==> src/design/tula_pkg.sv <==
package tula_pkg;

  localparam int DEF_ENTRIES = 256;
  localparam int UID_W = 17;
  localparam int TITLE_W = 64;
  localparam int UID_BASE = 32'h1000;
  localparam logic [TITLE_W-1:0] SYSTEM_TITLE = 64'h0000_0001_0000_0002;

  typedef struct packed {
    logic [TITLE_W-1:0] title_id;
    logic               auto_create;
  } req_t;

  typedef struct packed {
    logic [UID_W-1:0] user_id;
    logic             found;
    logic             created;
    logic             table_full;
  } rsp_t;

  // lookup travelling down the row of cells
  typedef struct packed {
    logic               valid;
    logic               hit;
    logic               create;
    logic [UID_W-1:0]   uid;
    logic [TITLE_W-1:0] title;
  } probe_t;

endpackage

==> src/design/tula_cell.sv <==
module tula_cell #(
  parameter int INDEX = 0,
  parameter int CW = 9
) (
  input  logic            clk,
  input  logic            rst,
  input  tula_pkg::probe_t probe_in,
  output tula_pkg::probe_t probe_out,
  input  logic [CW-1:0]   count,
  input  logic            wr_en,
  input  logic [63:0]     wr_title
);
  import tula_pkg::*;

  localparam logic [UID_W-1:0] MY_UID = UID_W'(UID_BASE + INDEX);

  logic [TITLE_W-1:0] entry;
  logic               filled;
  logic               match;

  // entries at or beyond the fill count are never compared
  assign filled = CW'(INDEX) < count;
  assign match  = probe_in.valid && !probe_in.hit && filled && (entry == probe_in.title);

  always_ff @(posedge clk) begin
    if (rst && (INDEX == 0)) begin
      entry <= SYSTEM_TITLE;
    end else if (wr_en && (count == CW'(INDEX))) begin
      entry <= wr_title;
    end
  end

  always_ff @(posedge clk) begin
    if (rst) begin
      probe_out.valid <= 1'b0;
    end else begin
      probe_out.valid <= probe_in.valid;
    end
    probe_out.title  <= probe_in.title;
    probe_out.create <= probe_in.create;
    probe_out.hit    <= probe_in.hit | match;
    probe_out.uid    <= match ? MY_UID : probe_in.uid;
  end

endmodule

==> config.mk <==
export PLATFORM = sky130hd
export DESIGN_NAME = tula_cell
export DESIGN_NICKNAME = d
export VERILOG_FILES = /design/src/design/tula_pkg.sv /design/src/design/tula_cell.sv
export SDC_FILE = /design/constraint.sdc
export NUM_CORES = 1
export LEC_CHECK = 0
export BUFFER_PORTS_ARGS = -buffer_cell sky130_fd_sc_hd__buf_2
export CORE_MARGIN = 5
export CORE_UTILIZATION = 45
export DETAILED_ROUTE_END_ITERATION = 10
export PLACE_DENSITY_LB_ADDON = 0.12
export SYNTH_ARGS = -nofsm -noshare
export SYNTH_HDL_FRONTEND = slang
export SYNTH_SLANG_ARGS = --single-unit
==> constraint.sdc <==
create_clock -name clk -period 2.6 [get_ports clk]
set_input_delay 0.52 -clock clk [delete_from_list [all_inputs] [get_ports clk]]
set_output_delay 0.52 -clock clk [all_outputs]
set_load 0.005 [all_outputs]
==> out/results.txt <==
Status - finished clean
Adder-Cell Fraction of Synth Area - 0
First-iteration detailed-routing DRC count - 198
CTS clk-pin slew, worst paths - 0.06 ns
Routability cong. - 0.7522
RSZ-0062 raised after global routing - no
Antenna cells - 0
Post-Route WL - 13150 um
Worst VDD drop - 456.3 uV
Combinational power share - 0.064
Largest cells by area after synthesis - dfxtp_1, nand2_1, xor2_1
Crit. End Element - flop
Global-route usage over all layers - 0.2026
Cell family with most CP delay - simple AND/OR/NAND/NOR gates
Largest family of logic cells by synthesized area - simple AND/OR/NAND/NOR gates
Post-place setup slack - 0.1098 ns
Simple-gate area share of the yosys netlist - 0.1501
Fmax - 0.4792 GHz
Crit-path cells - xor2_1, nor4_1, nand4_1, nor4_4, buf_12, a21boi_0
Number of setup violations in the final report - 0
Period minus WS final - 2.087 ns
Nets - 892
Switching power - 1001 uW
Starting density of the core - 0.4538
Period utilization - 0.8026
Synthesized cell area - 0.004876 mm^2
YS warnings - 0
Relative slew slack - 0.6075
Vias per inst - 4.664
Vias - 4128
Int Power - 3821 uW
Die Y - 114.1 um
WP data arrival - 2.46 ns
Die area - 0.01302 mm^2
Slowest cell on crit path - nor4_1
Final-report hold violation count - 0
Worst Tran Pin Value - 0.5888 ns
I/O Pins - 244
CTS tree - done
Post-Syn Instances - 485
CP Class - flop to flop
Sequential share of power - 0.488
Count of non-filler cells in the finished layout - 885
Total grt overflow - 0
Final setup margin - 0.5132 ns
XOR/XNOR Fraction of Synth Area - 0.09520
Cell Pwr Density - 711.4 mW/mm^2
Post-CTS setup buffer count - 0
Switching share of power - 0.2075
CTS H-Tree Depth - 4
Mux cell area share after synthesis - 0
Fin. max-slew vios - 0
Dpl hpwl - 10070 um
Vias in the first global route - 4198
Setup_tns - 0 ns
Clock Sink Count - 148
Slowest stage delay, CP - 0.48 ns
Initial antenna violation count - 0
Core Region - 0.01075 mm^2
Average cell area after synthesis - 10.05 um^2
CP Launch Type - flop
Drt pass-1 iters - 4
Netlist cell types - 30
Std-Cell Rows - 38
Complex-gate fraction of the synthesized area - 0.1152
Most frequent cells in the layout - buf_2, dfxtp_1, nand2_1
Clock latency at the later pin of the worst-skew pair - 0.53 ns
Flops & latches, synth - 148
Num CTS Buffers - 17
Port Buffers - 243
Clk buf depth - 2
First-pass GRT wire length - 20260 um
Die width - 114.1 um
Leading cell type in the layout, fill and taps excluded - buf_2
Area leader, netlist - dfxtp_1
CP Buf/Inv Count - 1
Critical path required time - 2.98 ns
Drt wl/cell - 14.86 um
Sequential fraction of the synthesis area - 0.6076
Clock network fraction of design power - 0.448
Area grow syn2layout - 39.00%
Clock Skews - 0.008569 ns
Post-cts sizing count - 0
Post-synth top area share - 0.6076
Mapped Nets - 645
Post-route cell area - 0.006778 mm^2
Largest net degree at the start of global routing - 40
DRC viols - 0
LEAKAGE - 0.003075 uW
Antenna viol nets, final - 0
Share of post-route cells with drive strength above 1 - 0.3919
Dpl cells - 853
CP Max Fanout - 18
Max Cap Viol - 0
Clock Tree Root - clkbuf_8
Cts hold-fix bufs - 0
Post-DP Area - 0.006256 mm^2
HP Class - primary input to flop
[metal layers]
layer | up-vias | GRT usage | part of all wire | routed length (um)
met5 | - | 0 | 0 | 0
met4 | 0 | 0.08868 | 0.024 | 316
met3 | 23 | 0.07558 | 0.094 | 1230
met2 | 176 | 0.3454 | 0.50 | 6596
met1 | 1842 | 0.2260 | 0.38 | 5005
li1 | 2087 | - | - | -
[cell usage after synthesis (all sizes together)]
library cell and instances:
a21boi 16, buf 9, a21o 2, nand2b 3, clkbuf 13, nand4 6
and2 1, nor3 1, o2111a 1, nor2b 6, or3 1, dfxtp 148
xnor2 10, xor2 43, o22ai 2, a21oi 62, or4 3, a221oi 3
nand3b 2, nand2 129, nor4 11, a2111oi 2, o2111ai 1, inv 10
[through the flow]
stage | total power, uW | hold slack [ns] | utilization
final | 4822 | 0.09809 | 0.6308
after detailed placement | 2714 | 0.4484 | 0.5822
after floorplan | 2485 | 0.4363 | -
after global placement | 2710 | 0.4459 | 0.5822
after CTS | 4879 | 0.06636 | 0.6308
after global routing | 5014 | 0.05941 | 0.6308
[power groups by stage]
stage	Sequential (uW)	Clock [uW]	Combinational (uW)
final	2350	2160	307
after CTS	2350	2210	313
after detailed placement	2400	0	311
after global routing	2360	2320	339
after floorplan	2420	0	68.8
after global placement	2400	0	309
[path summary, 6_finish.rpt]
path,from,end,slack (ns),cells after the start
worst min-delay path,probe_in[81],probe_out[81],0.1,1
worst min register to register,entry[20],entry[20],0.45,2
worst max-delay path,entry[59],probe_out[64],0.51,6
worst max register to register,entry[59],probe_out[64],0.51,6
[cell families (layout without fill, tap and decap cells)]
| family | count (synthesis) | after routing |
|---|---|---|
| compound gates | 89 | 89 |
| flops | 148 | 148 |
| buf+inv | 32 | 292 |
| simple gates | 163 | 163 |
| xor+xnor | 53 | 53 |
[layout make-up]
cell class	count	area, um^2
fill	952	3968
sequential	148	2963
multi-input combinational	305	1762
timing repair buffer	250	1319
clock buffer	27	471.7
tap	140	175.2
clock inverter	5	50.05
inverter	10	37.54
[flip-flops by register name (all words and copies together), names as in the netlist]
register   flops
probe_out     84
entry         64
Power figures use the tool's default switching activity.
